<file path="src/hw/rtl/kcl_pkg.sv">
`default_nettype none
package kcl_pkg;

	localparam int unsigned BUTTONS_W       = 6;
	localparam int unsigned BUTTON_COUNT    = 6;
	localparam int unsigned SCAN_BUTTONS    = (BUTTON_COUNT < BUTTONS_W) ? BUTTON_COUNT : BUTTONS_W;
	localparam int unsigned DIGIT_W         = 3;
	localparam int unsigned CODE_REG_DIGITS = 4;
	localparam int unsigned CODE_W          = CODE_REG_DIGITS * DIGIT_W;
	localparam int unsigned SECONDS_W       = 16;
	localparam int unsigned FAIL_W          = 3;
	localparam int unsigned HELD_W          = 2;
	localparam int unsigned CFG_IDX_W       = 3;
	localparam int unsigned CFG_DATA_W      = 16;

	localparam logic [FAIL_W-1:0]    FAIL_MAX    = '1;
	localparam logic [SECONDS_W-1:0] SECONDS_MAX = '1;

	localparam logic OP_TICK   = 1'b0;
	localparam logic OP_BUTTON = 1'b1;

	localparam logic [CFG_IDX_W-1:0] REG_USER_CODE     = 3'd0;
	localparam logic [CFG_IDX_W-1:0] REG_OVERRIDE_CODE = 3'd1;
	localparam logic [CFG_IDX_W-1:0] REG_LOCK_SECONDS  = 3'd2;
	localparam logic [CFG_IDX_W-1:0] REG_WARN_FAILURES = 3'd3;
	localparam logic [CFG_IDX_W-1:0] REG_LOCK_FAILURES = 3'd4;

	localparam logic [CODE_W-1:0]    USER_CODE_RST     = 12'd585;
	localparam logic [CODE_W-1:0]    OVERRIDE_CODE_RST = 12'd2925;
	localparam logic [SECONDS_W-1:0] LOCK_SECONDS_RST  = 16'd60;
	localparam logic [FAIL_W-1:0]    WARN_FAILURES_RST = 3'd3;
	localparam logic [FAIL_W-1:0]    LOCK_FAILURES_RST = 3'd4;

	typedef enum logic [2:0] {
		EV_NONE     = 3'd0,
		EV_GRANTED  = 3'd1,
		EV_DENIED   = 3'd2,
		EV_WARNING  = 3'd3,
		EV_LOCKDOWN = 3'd4,
		EV_ADMIN    = 3'd5,
		EV_IGNORED  = 3'd6,
		EV_EXPIRED  = 3'd7
	} event_t;

	typedef struct packed {
		logic                 opcode;
		logic [BUTTONS_W-1:0] buttons;
	} key_word_t;

	typedef struct packed {
		event_t            event_res;
		logic              locked;
		logic [FAIL_W-1:0] failures;
		logic [HELD_W-1:0] digits_held;
	} result_t;

	// status of the digit entry toward the lock guard
	typedef struct packed {
		logic taken;
		logic complete;
		logic user_ok;
		logic admin_ok;
	} entry_t;

endpackage
`default_nettype wire

</file>
<file path="src/hw/rtl/kcl_entry.sv">
`default_nettype none
module kcl_entry #(
	parameter int unsigned CODE_DIGITS = 4
) (
	input  wire logic                             clk,
	input  wire logic                             arst_n,
	input  wire logic                             advance,
	input  wire kcl_pkg::key_word_t               word,
	input  wire logic [kcl_pkg::CODE_W-1:0]       user_code,
	input  wire logic [kcl_pkg::CODE_W-1:0]       override_code,
	output kcl_pkg::entry_t                       entry,
	output logic [kcl_pkg::HELD_W-1:0]            digits_held
);

	localparam int unsigned IDX_W = (CODE_DIGITS > 1) ? $clog2(CODE_DIGITS) : 1;
	localparam logic [IDX_W-1:0] LAST_IDX = IDX_W'(CODE_DIGITS - 1);

	logic [IDX_W-1:0]            idx_q;
	logic [IDX_W-1:0]            idx_n;
	logic [kcl_pkg::DIGIT_W-1:0] digits_q [CODE_DIGITS];
	logic [kcl_pkg::DIGIT_W-1:0] digit;
	logic                        hit;
	logic                        press;
	logic                        complete;
	logic [CODE_DIGITS-1:0]      user_eq;
	logic [CODE_DIGITS-1:0]      admin_eq;

	// lowest pressed button wins
	always_comb begin
		hit   = 1'b0;
		digit = '0;
		for (int i = kcl_pkg::SCAN_BUTTONS - 1; i >= 0; i--) begin
			if (word.buttons[i]) begin
				hit   = 1'b1;
				digit = kcl_pkg::DIGIT_W'(i);
			end
		end
	end

	assign press    = (word.opcode == kcl_pkg::OP_BUTTON) && hit;
	assign complete = (idx_q == LAST_IDX);

	always_comb begin
		idx_n = idx_q;
		if (press) begin
			idx_n = complete ? '0 : idx_q + 1'b1;
		end
	end

	for (genvar g = 0; g < CODE_DIGITS; g++) begin : g_cmp
		logic [kcl_pkg::DIGIT_W-1:0] cur;
		logic [kcl_pkg::DIGIT_W-1:0] want_user;
		logic [kcl_pkg::DIGIT_W-1:0] want_admin;

		if (g == CODE_DIGITS - 1) begin : g_new
			assign cur = digit;
		end else begin : g_old
			assign cur = digits_q[g];
		end

		// code digits past the register width compare against zero
		if (g < kcl_pkg::CODE_REG_DIGITS) begin : g_reg
			assign want_user  = user_code[g*kcl_pkg::DIGIT_W +: kcl_pkg::DIGIT_W];
			assign want_admin = override_code[g*kcl_pkg::DIGIT_W +: kcl_pkg::DIGIT_W];
		end else begin : g_zero
			assign want_user  = '0;
			assign want_admin = '0;
		end

		assign user_eq[g]  = (cur == want_user);
		assign admin_eq[g] = (cur == want_admin);
	end

	assign entry.taken    = press;
	assign entry.complete = complete;
	assign entry.user_ok  = &user_eq;
	assign entry.admin_ok = &admin_eq;
	assign digits_held    = kcl_pkg::HELD_W'(idx_n);

	always_ff @(posedge clk or negedge arst_n) begin
		if (!arst_n) begin
			idx_q <= '0;
		end else if (advance) begin
			idx_q <= idx_n;
		end
	end

	always_ff @(posedge clk) begin
		if (advance && press) begin
			digits_q[idx_q] <= digit;
		end
	end

endmodule
`default_nettype wire

</file>
<file path="src/hw/rtl/kcl_guard.sv">
`default_nettype none
module kcl_guard (
	input  wire logic                            clk,
	input  wire logic                            arst_n,
	input  wire logic                            advance,
	input  wire logic                            opcode,
	input  wire kcl_pkg::entry_t                 entry,
	input  wire logic [kcl_pkg::SECONDS_W-1:0]   lock_seconds,
	input  wire logic [kcl_pkg::FAIL_W-1:0]      warn_failures,
	input  wire logic [kcl_pkg::FAIL_W-1:0]      lock_failures,
	output kcl_pkg::event_t                      event_res,
	output logic                                 locked,
	output logic [kcl_pkg::FAIL_W-1:0]           failures
);

	logic                          lock_q;
	logic                          lock_n;
	logic [kcl_pkg::FAIL_W-1:0]    fail_q;
	logic [kcl_pkg::FAIL_W-1:0]    fail_n;
	logic [kcl_pkg::SECONDS_W-1:0] elapsed_q;
	logic [kcl_pkg::SECONDS_W-1:0] elapsed_n;
	logic [kcl_pkg::SECONDS_W-1:0] elapsed_inc;
	kcl_pkg::event_t               ev;

	assign elapsed_inc = (elapsed_q == kcl_pkg::SECONDS_MAX) ? elapsed_q : elapsed_q + 1'b1;

	always_comb begin
		ev        = kcl_pkg::EV_NONE;
		lock_n    = lock_q;
		fail_n    = fail_q;
		elapsed_n = elapsed_q;
		if (opcode == kcl_pkg::OP_TICK) begin
			if (lock_q) begin
				elapsed_n = elapsed_inc;
				if (elapsed_inc >= lock_seconds) begin
					lock_n    = 1'b0;
					elapsed_n = '0;
					fail_n    = '0;
					ev        = kcl_pkg::EV_EXPIRED;
				end
			end
		end else begin
			// a press after the lock time ran out unlocks first
			if (lock_q && (elapsed_q >= lock_seconds)) begin
				lock_n    = 1'b0;
				elapsed_n = '0;
				fail_n    = '0;
				ev        = kcl_pkg::EV_EXPIRED;
			end
			if (entry.taken && entry.complete) begin
				if (lock_n) begin
					if (entry.admin_ok) begin
						lock_n    = 1'b0;
						elapsed_n = '0;
						fail_n    = '0;
						ev        = kcl_pkg::EV_ADMIN;
					end else begin
						ev = kcl_pkg::EV_IGNORED;
					end
				end else if (entry.user_ok) begin
					fail_n = '0;
					ev     = kcl_pkg::EV_GRANTED;
				end else begin
					if (fail_n != kcl_pkg::FAIL_MAX) begin
						fail_n = fail_n + 1'b1;
					end
					if (fail_n == warn_failures) begin
						ev = kcl_pkg::EV_WARNING;
					end else if (fail_n >= lock_failures) begin
						lock_n    = 1'b1;
						elapsed_n = '0;
						ev        = kcl_pkg::EV_LOCKDOWN;
					end else begin
						ev = kcl_pkg::EV_DENIED;
					end
				end
			end
		end
	end

	assign event_res = ev;
	assign locked    = lock_n;
	assign failures  = fail_n;

	always_ff @(posedge clk or negedge arst_n) begin
		if (!arst_n) begin
			lock_q    <= 1'b0;
			fail_q    <= '0;
			elapsed_q <= '0;
		end else if (advance) begin
			lock_q    <= lock_n;
			fail_q    <= fail_n;
			elapsed_q <= elapsed_n;
		end
	end

endmodule
`default_nettype wire

</file>
<file path="src/hw/rtl/keypad_code_lock_with_lockout_top.sv">
// Channel   Signals                          Word      Direction
// input     in_valid, in_stall, in_word      key_word  into block
// output    out_valid, out_stall, out_word   result    out of block
// config    cfg_we, cfg_idx, cfg_wdata       register  into block, no read-back
//
// One word per cycle while not stalled, one result per word; each word passes
// the input register, then the result register. The lock guard and digit entry
// update between them. Reset clears the counters, the lock and the config to
// defaults; the digit store is not cleared. An output stall holds the result
// register and, with both registers full, stalls the input in the same cycle.
`default_nettype none
module keypad_code_lock_with_lockout_top #(
	parameter int unsigned CODE_DIGITS = 4
) (
	input  wire logic                              clk,
	input  wire logic                              arst_n,
	input  wire logic                              in_valid,
	output logic                                   in_stall,
	input  wire kcl_pkg::key_word_t                in_word,
	output logic                                   out_valid,
	input  wire logic                              out_stall,
	output kcl_pkg::result_t                       out_word,
	input  wire logic                              cfg_we,
	input  wire logic [kcl_pkg::CFG_IDX_W-1:0]     cfg_idx,
	input  wire logic [kcl_pkg::CFG_DATA_W-1:0]    cfg_wdata
);

	logic [kcl_pkg::CODE_W-1:0]    user_code_q;
	logic [kcl_pkg::CODE_W-1:0]    override_code_q;
	logic [kcl_pkg::SECONDS_W-1:0] lock_seconds_q;
	logic [kcl_pkg::FAIL_W-1:0]    warn_failures_q;
	logic [kcl_pkg::FAIL_W-1:0]    lock_failures_q;

	logic               valid_s1;
	kcl_pkg::key_word_t word_s1;
	logic               valid_s2;
	kcl_pkg::result_t   res_s2;
	logic               advance;
	logic               accept;

	kcl_pkg::entry_t             entry;
	logic [kcl_pkg::HELD_W-1:0]  digits_held;
	kcl_pkg::event_t             event_res;
	logic                        locked;
	logic [kcl_pkg::FAIL_W-1:0]  failures;

	assign advance   = valid_s1 && (!valid_s2 || !out_stall);
	assign in_stall  = valid_s1 && !advance;
	assign accept    = in_valid && !in_stall;
	assign out_valid = valid_s2;
	assign out_word  = res_s2;

	always_ff @(posedge clk or negedge arst_n) begin
		if (!arst_n) begin
			user_code_q     <= kcl_pkg::USER_CODE_RST;
			override_code_q <= kcl_pkg::OVERRIDE_CODE_RST;
			lock_seconds_q  <= kcl_pkg::LOCK_SECONDS_RST;
			warn_failures_q <= kcl_pkg::WARN_FAILURES_RST;
			lock_failures_q <= kcl_pkg::LOCK_FAILURES_RST;
		end else if (cfg_we) begin
			unique case (cfg_idx)
				kcl_pkg::REG_USER_CODE: begin
					user_code_q <= cfg_wdata[kcl_pkg::CODE_W-1:0];
				end
				kcl_pkg::REG_OVERRIDE_CODE: begin
					override_code_q <= cfg_wdata[kcl_pkg::CODE_W-1:0];
				end
				kcl_pkg::REG_LOCK_SECONDS: begin
					lock_seconds_q <= cfg_wdata[kcl_pkg::SECONDS_W-1:0];
				end
				kcl_pkg::REG_WARN_FAILURES: begin
					warn_failures_q <= cfg_wdata[kcl_pkg::FAIL_W-1:0];
				end
				kcl_pkg::REG_LOCK_FAILURES: begin
					lock_failures_q <= cfg_wdata[kcl_pkg::FAIL_W-1:0];
				end
				default: begin
				end
			endcase
		end
	end

	always_ff @(posedge clk or negedge arst_n) begin
		if (!arst_n) begin
			valid_s1 <= 1'b0;
			valid_s2 <= 1'b0;
		end else begin
			if (accept) begin
				valid_s1 <= 1'b1;
			end else if (advance) begin
				valid_s1 <= 1'b0;
			end
			if (advance) begin
				valid_s2 <= 1'b1;
			end else if (!out_stall) begin
				valid_s2 <= 1'b0;
			end
		end
	end

	always_ff @(posedge clk) begin
		if (accept) begin
			word_s1 <= in_word;
		end
		if (advance) begin
			res_s2.event_res   <= event_res;
			res_s2.locked      <= locked;
			res_s2.failures    <= failures;
			res_s2.digits_held <= digits_held;
		end
	end

	kcl_entry #(
		.CODE_DIGITS(CODE_DIGITS)
	) u_entry (
		.clk          (clk),
		.arst_n       (arst_n),
		.advance      (advance),
		.word         (word_s1),
		.user_code    (user_code_q),
		.override_code(override_code_q),
		.entry        (entry),
		.digits_held  (digits_held)
	);

	kcl_guard u_guard (
		.clk          (clk),
		.arst_n       (arst_n),
		.advance      (advance),
		.opcode       (word_s1.opcode),
		.entry        (entry),
		.lock_seconds (lock_seconds_q),
		.warn_failures(warn_failures_q),
		.lock_failures(lock_failures_q),
		.event_res    (event_res),
		.locked       (locked),
		.failures     (failures)
	);

endmodule
`default_nettype wire
</file>
<file path="config.mk">
export PLATFORM = sky130hd
export DESIGN_NAME = keypad_code_lock_with_lockout_top
export DESIGN_NICKNAME = d
export VERILOG_FILES = /design/src/hw/rtl/kcl_pkg.sv /design/src/hw/rtl/kcl_entry.sv /design/src/hw/rtl/kcl_guard.sv /design/src/hw/rtl/keypad_code_lock_with_lockout_top.sv
export SDC_FILE = /design/constraint.sdc
export NUM_CORES = 1
export LEC_CHECK = 0
export ABC_AREA = 1
export BUFFER_PORTS_ARGS = -buffer_cell sky130_fd_sc_hd__clkbuf_2
export CORE_ASPECT_RATIO = 0.5
export CORE_UTILIZATION = 50
export DETAILED_ROUTE_END_ITERATION = 8
export PLACE_DENSITY = 0.68
export SYNTH_ARGS = -nofsm -noshare
export SYNTH_HDL_FRONTEND = slang
export SYNTH_SLANG_ARGS = --single-unit
</file>
<file path="constraint.sdc">
create_clock -name clk -period 4.65 [get_ports clk]
set_clock_uncertainty 0.15 [all_clocks]
set_input_delay 0.2325 -clock clk [delete_from_list [all_inputs] [get_ports clk]]
set_output_delay 0.2325 -clock clk [all_outputs]
set_load 0.01 [all_outputs]
</file>
### After elaboration in Yosys (flattened, before gate mapping)

Memory sizes are Yosys's and may differ from the RTL's.
Index checks and enable logic that the tools add are counted.

| storage, ports and cells | value |
|---|---|
| bits in registers | 86 |
| memory bits (writable) | 12 |
| input bits | 31 |
| output and inout port bits | 11 |
| logic and storage cells | 130 |
| memories | 1 |

| cells by class | value |
|---|---|
| add/subtract/negate cells | 3 |
| order comparisons | 3 |
| eq/ne operators | 17 |
| muxes and demuxes | 66 |
| reductions and logical operators | 23 |

Memories:

| memory | words | bits a word | rd ports | clocked after Yosys merged registers in | write ports | line | text |
|---|---|---|---|---|---|---|---|
| u_entry.digits_q | 4 | 3 | 3 | 0 | 1 | kcl_entry.sv:20 | `logic [kcl_pkg::DIGIT_W-1:0] digits_q [CODE_DIGITS];` |

Operators with widths:

| kind | count |
|---|---|
| 2-to-1 mux 16 bit | 11 |
| 2-to-1 mux 3 bit | 29 |
| greater-or-equal comparator 16 bit | 2 |
| == test 3 bit | 9 |
| 2-to-1 mux 1 bit | 23 |
| adder 16 x 1 -> 16 bit, second input constant | 1 |
| == test 16 bit, second input constant | 1 |
| AND reduction 2 bit | 6 |
| AND reduction 4 bit | 2 |
| logical AND 1 bit | 7 |
| == test 3 x 2 -> 1 bit, second input constant | 2 |
| 2-to-1 mux 2 bit | 3 |
| logical NOT 1 bit | 4 |
| nonzero test 2 bit | 2 |
| adder 3 x 1 -> 3 bit, second input constant | 1 |
| == test 3 x 1 -> 1 bit, second input constant | 1 |
| == test 3 bit, second input constant | 1 |
| greater-or-equal comparator 3 bit | 1 |
| logical NOT 3 bit | 1 |
| inequality test 3 bit, second input constant | 1 |
| adder 2 x 1 -> 2 bit, second input constant | 1 |
| == test 2 bit, second input constant | 1 |
| inequality test 2 x 1 -> 1 bit, second input constant | 1 |
| logical OR 1 bit | 1 |

### Logic depth before layout (Yosys ltp)

Gate-level depths: netlist of the first run.

| logic depth | value |
|---|---|
| depth after elaboration | 19 |
| mapped depth | 31 |
| gate-level depth less buffers | 31 |

### Hierarchy

A second synthesis of the first run with hierarchy kept.

| unflattened totals | value |
|---|---|
| cell total of the unflattened synthesis | 805 |
| area total of the unflattened synthesis | 6269.8 um2 |

Modules (own cells, without submodules):

| module | times used | cells an instance | area an instance (um2) | seq. area each (um2) |
|---|---|---|---|---|
| kcl_guard | 1 | 415 | 2773.9 | 500.5 |
| keypad_code_lock_with_lockout_top | 1 | 239 | 2459.9 | 1705.4 |
| kcl_entry | 1 | 151 | 1036.0 | 320.3 |

### Worst setup path before layout of the first run

Ideal clock, no wire load.

| timing | value |
|---|---|
| path kind | flip-flop to flip-flop |
| start | register lock_seconds_q[5] (netlist name) |
| end | register u_guard.elapsed_q[14] (netlist name) |
| setup time | 0.132 ns |
| arrival | 3.199 ns |
| required time | 4.368 ns |
| path slack | 1.169 ns |
| cell stages (with the launch flop) | 29 |
| buffers on the path | 1 |
| period minus slack after synthesis | 3.481 ns |
| cells stage by stage | dfstp_2 > inv_1 > ha_1 > nand2_1 > nand2_1 > nand2_1 > nand2_1 > nor2_1 > nand2_1 > nand2_1 > nand2_2 > nand2_4 > inv_1 > nor2_1 > ha_1 > nand3_2 > nand2_2 > nand2_2 > ha_1 > nand2_1 > o21ai_0 > a31oi_1 > inv_1 > nand3_4 > a21oi_4 > nand2_4 > buf_12 > nand2_2 > a22oi_2 |

| between the ends | value |
|---|---|
| word-level cells in the longest chain between the ends | 17 |
| elaborated cells on any way between the ends | 26 |
| classes of those cells | add/sub: 1; order compare: 3; eq/ne: 2; mux: 19; reduce/logical: 1 |

RTL lines:

| what | line | text |
|---|---|---|
| from (decl) | keypad_code_lock_with_lockout_top.sv:30 | `logic [kcl_pkg::SECONDS_W-1:0] lock_seconds_q;` |
| from (signal assigned) | keypad_code_lock_with_lockout_top.sv:57 | `lock_seconds_q <= kcl_pkg::LOCK_SECONDS_RST;` |
| from (signal assigned) | keypad_code_lock_with_lockout_top.sv:69 | `lock_seconds_q <= cfg_wdata[kcl_pkg::SECONDS_W-1:0];` |
| greater-or-equal comparator 16 bit | kcl_guard.sv:44 | `if (lock_q && (elapsed_q >= lock_seconds)) begin` |
| logical AND 1 bit | kcl_guard.sv:44 |  |
| 2-to-1 mux 3 bit | kcl_guard.sv:44 |  |
| 2-to-1 mux 3 bit | kcl_guard.sv:32 | `if (opcode == kcl_pkg::OP_TICK) begin` |
| adder 3 x 1 -> 3 bit / inequality test 3 bit (equally long branches) | kcl_guard.sv:65, kcl_guard.sv:64 |  |
| 2-to-1 mux 3 bit | kcl_guard.sv:64 | `if (fail_n != kcl_pkg::FAIL_MAX) begin` |
| 2-to-1 mux 3 bit | kcl_guard.sv:60 | `end else if (entry.user_ok) begin` |
| 2-to-1 mux 3 bit | kcl_guard.sv:51 | `if (lock_n) begin` |
| 2-to-1 mux 3 bit | kcl_guard.sv:50 | `if (entry.taken && entry.complete) begin` |
| 2-to-1 mux 3 bit | kcl_guard.sv:32 |  |
| greater-or-equal comparator 3 bit | kcl_guard.sv:69 | `end else if (fail_n >= lock_failures) begin` |
| 2-to-1 mux 16 bit | kcl_guard.sv:69 |  |
| 2-to-1 mux 16 bit | kcl_guard.sv:67 | `if (fail_n == warn_failures) begin` |
| 2-to-1 mux 16 bit | kcl_guard.sv:60 |  |
| 2-to-1 mux 16 bit | kcl_guard.sv:51 |  |
| 2-to-1 mux 16 bit | kcl_guard.sv:50 |  |
| 2-to-1 mux 16 bit (*) | kcl_guard.sv:32 |  |
| to (signal assigned) | kcl_guard.sv:93 | `elapsed_q <= elapsed_n;` |
| to (decl) | kcl_guard.sv:20 | `logic [kcl_pkg::SECONDS_W-1:0] elapsed_q;` |

Mark *: on every way between the ends. The rest lies on a longest branch, timed or not. The select of a mux whose other input is x is not followed.
A chain may end at the register's enable or synchronous reset.

### Worst setup path after layout of the first run

| timing | value |
|---|---|
| start | register lock_seconds_q[5] (netlist name) |
| end | register u_guard.elapsed_q[0] (netlist name) |

The elaborated chain is that of the path after synthesis.

==> results of run 1 <==
==> cells by family (layout without fill, tap and decap cells) <==
| family | Yosys count | count (layout) | share of synthesized area [%] |
|---|---|---|---|
| buffers and inverters | 120 | 183 | 8.25 |
| AOI/OAI and AO/OA | 140 | 140 | 13.6 |
| DFF | 95 | 95 | 43.3 |
| xor gates and xnor gates | 25 | 25 | 3.75 |
| and+or+nand+nor | 268 | 268 | 22.4 |
| adders and majority gates | 41 | 41 | 8.79 |
==> through the flow <==
step | total power [mW] | hold slack [ns] | worst slack, ns | std cells
2_1_floorplan | 2.43 | -0.213 | 1.17 | 689
3_3_place_gp | 2.76 | 0.260 | 0.683 | 880
3_5_place_dp | 2.80 | 0.261 | 0.615 | 880
4_1_cts | 3.63 | 0.000786 | 0.609 | 911
5_1_grt | 3.92 | 0.0107 | 0.178 | 911
6_report | 3.62 | -0.00157 | 0.617 | 911
==> state kept, by name (all words and copies together), names as in the netlist <==
register and flops:
u_guard.fail_q 3, u_guard.elapsed_q 16, user_code_q 12, u_entry.digits_q 9
u_entry.idx_q 2, lock_failures_q 3, word_s1 7, valid_s1 1
u_guard.lock_q 1, warn_failures_q 3, lock_seconds_q 16, override_code_q 12
out_word 9, out_valid 1
==> layout make-up <==
class | instances | area, um2 | share of cell area, %
clock buffers | 9 | 225 | 3.37
clock inverters | 7 | 108 | 1.61
inverters | 106 | 398 | 5.96
multi-input cells | 474 | 2830 | 42.4
flip-flops and latches | 95 | 2530 | 37.8
well taps | 159 | 199 | 2.98
repair buffers | 61 | 393 | 5.88
==> worst max-delay path, stage by stage (launching register included) <==
cell	delay (ns)
dfstp_2	0.53
inv_1	0.06
ha_1	0.30
nand2_1	0.07
nand2_1	0.05
nand2_1	0.05
nand2_1	0.06
nor2_1	0.10
nand2_1	0.08
nand2_1	0.07
nand2_2	0.07
nand2_4	0.13
inv_1	0.12
nor2_1	0.11
ha_1	0.25
nand3_2	0.13
nand2_2	0.09
nand2_2	0.07
ha_1	0.30
nand2_1	0.06
o21ai_0	0.07
a31oi_1	0.24
inv_1	0.11
nand3_4	0.10
a21oi_4	0.07
nand2_4	0.23
nand3_1	0.11
a21oi_1	0.14
==> cells in the mapped netlist, drive strengths merged (12+ instances only) <==
| library cell | count |
|---|---|
| xnor2 | 13 |
| ha | 41 |
| nand3 | 32 |
| edfxtp | 25 |
| a21oi | 64 |
| dfrtp | 51 |
| nand2 | 139 |
| inv | 105 |
| o21ai | 61 |
| xor2 | 12 |
| nor3 | 14 |
| dfstp | 19 |
| nor2 | 64 |
==> power by group <==
part           leakage [nW]  switching, mW  total, mW  internal, mW
clock network         0.161          0.367      0.805         0.439
logic                  1.98          0.928       1.52         0.591
registers              1.05          0.218       1.30          1.08
==> final timing paths <==
path / depth (start not counted) / end / start
worst max-delay path: 27 / u_guard.elapsed_q[0] / lock_seconds_q[5]
worst min-delay path: 3 / user_code_q[9] / cfg_wdata[9]
worst max register to register: 27 / u_guard.elapsed_q[0] / lock_seconds_q[5]
worst min register to register: 2 / out_valid / valid_s1
max in group asynchronous: 3 / u_guard.elapsed_q[13] / arst_n
min in group asynchronous: 3 / out_valid / arst_n
==> per-layer routing <==
metal | vias to the layer above | routed length, um
li1 | 2386 | -
met3 | 12 | 557
met4 | 0 | 113
met5 | - | 0
met2 | 86 | 5870
met1 | 2155 | 6530
==> impl_summary.md, run 1 <==
Outcome
The flow ran to the end, but the final reports show violations. The checks that failed: hold timing.

Timing
Setup repair after global routing left no endpoint under its margin. The count of final max-slew check failures is 0. Based on the critical path, the design can be clocked at up to 248 MHz.

In this run the tightest slew margin relative to its limit is 36.3%. The slew at the pin closest to its max-slew limit is 0.953 ns. After layout, the worst path uses 86.7% of the clock period. The smallest clock period supported by the final layout is computed as 4.03 ns. The worst hold margin is -0.00157 ns. Setup violations remaining at the end of the flow were counted as 0. Summed over all failing endpoints, the final setup total negative slack is 0 ns.

The count of endpoints failing hold in the final timing report is 1.

Drt
Dividing the detail-routed via count by the number of cells gives 5.09. After detailed routing, the average wire length per cell comes to 14.3 um. The number of vias after detailed routing is 4639. The DRC violations left is 0. The remaining number of nets flagged by the antenna check after routing is 0.

For this block, the routed nets add up to 13.1 mm of wire. The number of violations reported at the end of detailed-routing iteration 0 is 234. The number of detailed-routing iterations run before antenna repair is 8.

Global routing
The layer flagged by global routing as most heavily used is met2. The pin count of the biggest net entering global routing is 71. The via count of the first global-routing pass came to 4423. The first global-routing pass estimated 21.6 mm of wire. The initial antenna violation count was 0. Summed over all layers, the global routing overflow is 0. Global routing used 23.2% of the available tracks across all layers.

The routing usage on met1 is 32.3%. In the global route stage, met2 resource usage came out at 37.0%. The global-route met3 utilization is 4.75%.

Floorplanning
Pin placement for this block handled 42 I/O pins. The row count is 27. The floorplan step set the die height to 78.4 um. The total die area is 0.0121 mm2. The core area is 0.0112 mm2. The die is 155 um wide. The effective utilization at floorplan is 52.2%.

Cells and area
Leaving out fill and tap cells, the most frequent cell in the layout is nand2_1. The antenna diode count is 0. The final layout contains 819 nets.

From synthesis to final layout, the design area changed by 14.4%. The top cell types in the final layout, fill and taps aside, are nand2_1, inv_1, nor2_1, o21ai_0, a21oi_1. The post-route netlist has 19.3% of its cells at a drive strength greater than 1. The cell area after layout is 0.00668 mm2. The final-layout fill cell count is 1002.

Measured on the finished design, the core utilization comes to 59.7%.

Worst hold path
The kind of path behind the tightest hold check is primary input to flip-flop.

Critical path
The kind of end point of the critical path is a flip-flop. The worst path arrival time is 4.15 ns. The critical path class is flip-flop to flip-flop.

The register-to-register path setup slack is 0.62 ns. Along the worst path, the maximum fanout reaches 16. The required time of the critical path is 4.77 ns.

The launching element type of the critical path is a flip-flop.

Clock network
Once the clock tree was built, the setup fixing pass inserted 0 buffers. The TritonCTS clock tree is done. The number of sinks on the clock net is 95.

The maximum number of buffers from clock root to sink is 2. The clock network latency to the later pin of the worst-skew pair is 0.35 ns. The post-cts sizing count is 0.

After clock tree synthesis, the clock-pin slew on the worst setup and hold paths is 0.07 ns. The clock root buffer master is clkbuf_16. The total number of H-tree levels is 3. In this run, CTS created clock tree buffers numbering 9.

In this run, post-CTS hold repair placed 15 buffers.

Pwr
The total power per unit cell area is 542 mW/mm2. The worst supply voltage drop on vdd is 0.249 mV. The leakage power summed over all cells is 3.19 nW.

Logic synthesis
Yosys mapped the design onto 48 distinct sky130hd cell types. By area the synthesized netlist is led by dfrtp_1, edfxtp_1, ha_1. Of all flip-flops after synthesis, the portion carrying an async set or reset was 73.7%. The cell count after synthesis is 689. The leading register cell type out of synthesis is dfrtp_1. The average instance area after synthesis is 8.47 um2.

In this run, synthesis produced a sequential element count of 95. The synthesized design spends more area on one cell type than any other, namely dfrtp_1. The share of the Yosys chip area taken by registers is 43.3%. Counting every net in the synthesized netlist gives 761. The total number of yosys warnings is 0. Of the post-synthesis cell area, the dominant cell type holds 21.9%.

The number of flops mapped to enable cells by yosys is 25. Summing every instance area after synthesis gives 0.00584 mm2.

Placed design
The placed instances occupy a cell area of 0.00619 mm2. Detailed placement ended at an HPWL of 9.64 mm. The number of buffer cells added on primary ports is 41.

At the end of routability-driven placement, the weighted congestion stood at 0.883.

Job
Max-cap violations in this run came to 0.
No activity file was read; power rests on OpenSTA's default activity.
==> run 2: changes to the inputs <==
--- a/config.mk
+++ b/config.mk
@@ -10,6 +10,7 @@
 export CORE_ASPECT_RATIO = 0.5
 export CORE_UTILIZATION = 50
 export DETAILED_ROUTE_END_ITERATION = 8
+export MAX_ROUTING_LAYER = met4
 export PLACE_DENSITY = 0.68
 export SYNTH_ARGS = -nofsm -noshare
 export SYNTH_HDL_FRONTEND = slang
==> run 2 against run 1 <==
- the run still ends with hold timing left
- power fell by 1.5%
- clock power fell by 5.6%
- worst setup slack worse by 0.037 ns
- flip-flop and latch count unchanged
- critical path depth is 2 lower
- register-to-register slack lost 0.04 ns
- count of clock-buffer cells in the layout did not move
- die area unchanged
==> impl_summary.md, run 2 (synthesis gave the netlist of run 1 again) <==
Critical path
The register-to-register path setup slack is 0.58 ns (-0.04 ns). The critical path class is flip-flop to flip-flop. The startpoint identified for the worst register-to-register timing path is lock_seconds_q[3]. The biggest fanout along the worst timing path is 16 (unchanged). The slowest stage of the critical path belongs to the cell dfstp_2.

The worst reg2reg path depth was 25 (-7.4%). The delay of the slowest cell on the worst path is 0.54 ns (about the same). On the critical path the largest part of the delay comes from simple AND/OR/NAND/NOR gates. The required time of the critical path came to 4.78 ns (about the same). The launching element type of the critical path is a flip-flop. The number of buffer and inverter instances along the worst setup path came to 3 (unchanged). The most repeated library cell on the critical path is nand2_1. STA classifies the critical path endpoint as a flip-flop. In this run the critical register-to-register path is captured at u_guard.elapsed_q[1]. The worst path arrival time is 4.20 ns (+0.05 ns).

Clock network
In this run the clock root is driven by a clkbuf_16. The number of sinks on the clock net came to 95 (unchanged). The post-CTS setup repair buffer count came to 0 (unchanged). The clock network latency to the later pin of the worst-skew pair is 0.36 ns (about the same).

The total number of H-tree levels is 3 (unchanged). The maximum number of buffers from clock root to sink was 2 (unchanged). The post-cts sizing count was 0 (unchanged).

The number of buffers inserted for hold repair after clock tree synthesis came to 17 (+2). The TritonCTS clock tree is done. The total CTS buffers is 9 (unchanged). The clock-pin slew on the worst setup and hold paths was 0.08 ns (about the same).

Pwr
The part of the power in combinational logic is 42.4% (+0.4 points). The total power per unit cell area is 534 mW/mm2 (-1.4%). The leakage power summed over all cells is 3.19 nW (about the same).

The total design power is 3.57 mW (-1.5%). The internal power contribution was 2.05 mW (-2.6%). The worst supply voltage drop on vdd came to 0.213 mV (-14%).

The sequential fraction of design power is 36.3% (+0.5 points). The clock share of power was 21.3% (-0.9 points). The net switching fraction of the power came to 42.4% (+0.64 points).

The switching power of the nets was 1.51 mW (about the same).

Placed design
The HPWL after detailed placement is 9.75 mm (+1.2%). The number of buffer cells added on primary ports came to 41 (unchanged). The final estimated routing congestion in global placement is 0.891 (+0.92%). The instance area after placement is 0.00619 mm2 (unchanged). The worst slack at placement is 0.629 ns (+0.0146 ns). The cell count after placement is 880 (unchanged).

Timing
The worst hold margin is -0.00532 ns (-0.00375 ns). The slew at the pin closest to its max-slew limit is 0.960 ns (+0.00700 ns). The highest clock frequency the design can meet is 246 MHz (-0.91%). The post-layout worst setup margin is 0.580 ns (-0.0372 ns). Setup repair after global routing left no endpoint under its margin. The final critical path time including I/O delays and setup is 4.07 ns (+0.0372 ns). The share of the clock period used by the worst path is 87.5% (+0.80 points). The total of endpoints with negative setup slack in the final report is 0 (unchanged). The count of endpoints failing hold in the final timing report is 2 (+1). The setup total negative slack was 0 ns (unchanged). The count of final max-slew check failures is 0 (unchanged).

The remaining max-slew budget at the tightest pin is 35.9% (-0.47 points).

Cells and area
The final standard cell utilization of the core is 59.7% (about the same). The largest registers in the layout are lock_seconds_q: 16 flops, u_guard.elapsed_q: 16 flops. The antenna diode count is 0 (unchanged).

The share of layout cells above drive strength 1 came to 19.2% (-0.051 points). The growth of design area from synthesis to finish is 14.3% (about the same). The number of nets in the layout is 821 (+0.24%). In the layout the commonest cells are nand2_1, inv_1, nor2_1, o21ai_0, a21oi_1. The number of cells in the finished layout apart from fillers is 913 (+0.22%). The cell area after layout was 0.00667 mm2 (about the same).

The leading cell type in the layout, fill and taps excluded is nand2_1.

Floorplanning
The number of top-level pins is 42 (unchanged). The row count is 27 (unchanged). The core area was 0.0112 mm2 (unchanged). The effective utilization at floorplan came to 52.2% (unchanged). The width of the die is 155 um (unchanged).

The total die area is 0.0121 mm2 (unchanged). The vertical die dimension came to 78.4 um (unchanged).

Drt
The per-cell via count in the routed design is 5.03 (-1.1%). The DRC violations left is 0 (unchanged). The number of detailed-routing iterations run before antenna repair is 4 (-4). The routed length per instance is 14.3 um (-0.47%). The number of vias after detailed routing is 4596 (-0.93%). The total routed wirelength is 13.0 mm (-0.25%). The number of violations reported at the end of detailed-routing iteration 0 is 221 (-5.6%). The remaining number of nets flagged by the antenna check after routing is 0 (unchanged).

Global routing
The via count of the first global-routing pass is 4321 (-2.3%). The pin count of the biggest net entering global routing is 41 (-42%). The global-route wire length before repair was 21.6 mm (+0.13%).

The initial antenna violation count is 0 (unchanged). The residual overflow from global routing is 0 (unchanged). The global-route usage over all layers is 24.0% (+0.82 points).

Worst hold path
The worst min-delay path endpoint is user_code_q[3]. The worst hold path cell count is 3 (unchanged). The worst hold path begins at cfg_wdata[3]. The kind of path behind the tightest hold check is primary input to flip-flop.

Job
The reported max-cap violation count is 0 (unchanged).

Outcome
The run finished, with violations left. The final reports fail on hold timing.
[run 2: cell count changes in the layout (fill, tap and decap cells not counted)]
| cell | change |
|---|---|
| clkinv_4 | +2 |
| dlygate4sd3_1 | +2 |
| inv_6 | -2 |
| inv_8 | +2 |
| bufinv_16 | -1 |
| clkinv_8 | -1 |
[run 2: worst min-delay path, delay by kind of cell]
kind / cells / cell delay, ns
AOI/OAI and AO/OA: 1 / 0.09
buffers and inverters: 2 / 0.17
[run 2: final cells by class]
cell class	instances	area, um2
clock buffers	9	225
clock inverters	7	83.8
fillers	978	4510
inverters	106	398
multi-input cells	474	2830
flip-flops and latches	95	2530
well taps	159	199
repair buffers	63	413
[run 2: power by group through the flow]
stage               sequential [mW]  clock [mW]  combinational, mW
global route                   1.32       0.807               1.74
global placement               1.30           0               1.45
CTS                            1.29       0.778               1.51
floorplan                      1.25           0               1.18
finish                         1.29       0.760               1.51
detailed placement             1.31           0               1.49
[run 2: how the worst max path moves through the flow]
stage	depth (start not counted)	end	slack, ns	startpoint
floorplan	28	u_guard.elapsed_q[14]	1.17	lock_seconds_q[5]
global placement	27	u_guard.elapsed_q[15]	0.70	lock_seconds_q[5]
detailed placement	27	u_guard.elapsed_q[3]	0.63	lock_seconds_q[5]
CTS	25	u_guard.elapsed_q[2]	0.59	lock_seconds_q[3]
global route	27	u_guard.elapsed_q[0]	0.19	lock_seconds_q[3]
finish	25	u_guard.elapsed_q[1]	0.58	lock_seconds_q[3]
[run 2: metal layers]
| layer | share of wire, % | routed length (um) | vias up | GRT usage, % |
|---|---|---|---|---|
| li1 | - | - | 2392 | - |
| met1 | 49 | 6400 | 2096 | 33.6 |
| met2 | 44 | 5760 | 96 | 35.6 |
| met3 | 5.7 | 746 | 12 | 5.25 |
| met4 | 0.99 | 129 | 0 | 5.64 |
| met5 | 0 | 0 | - | - |
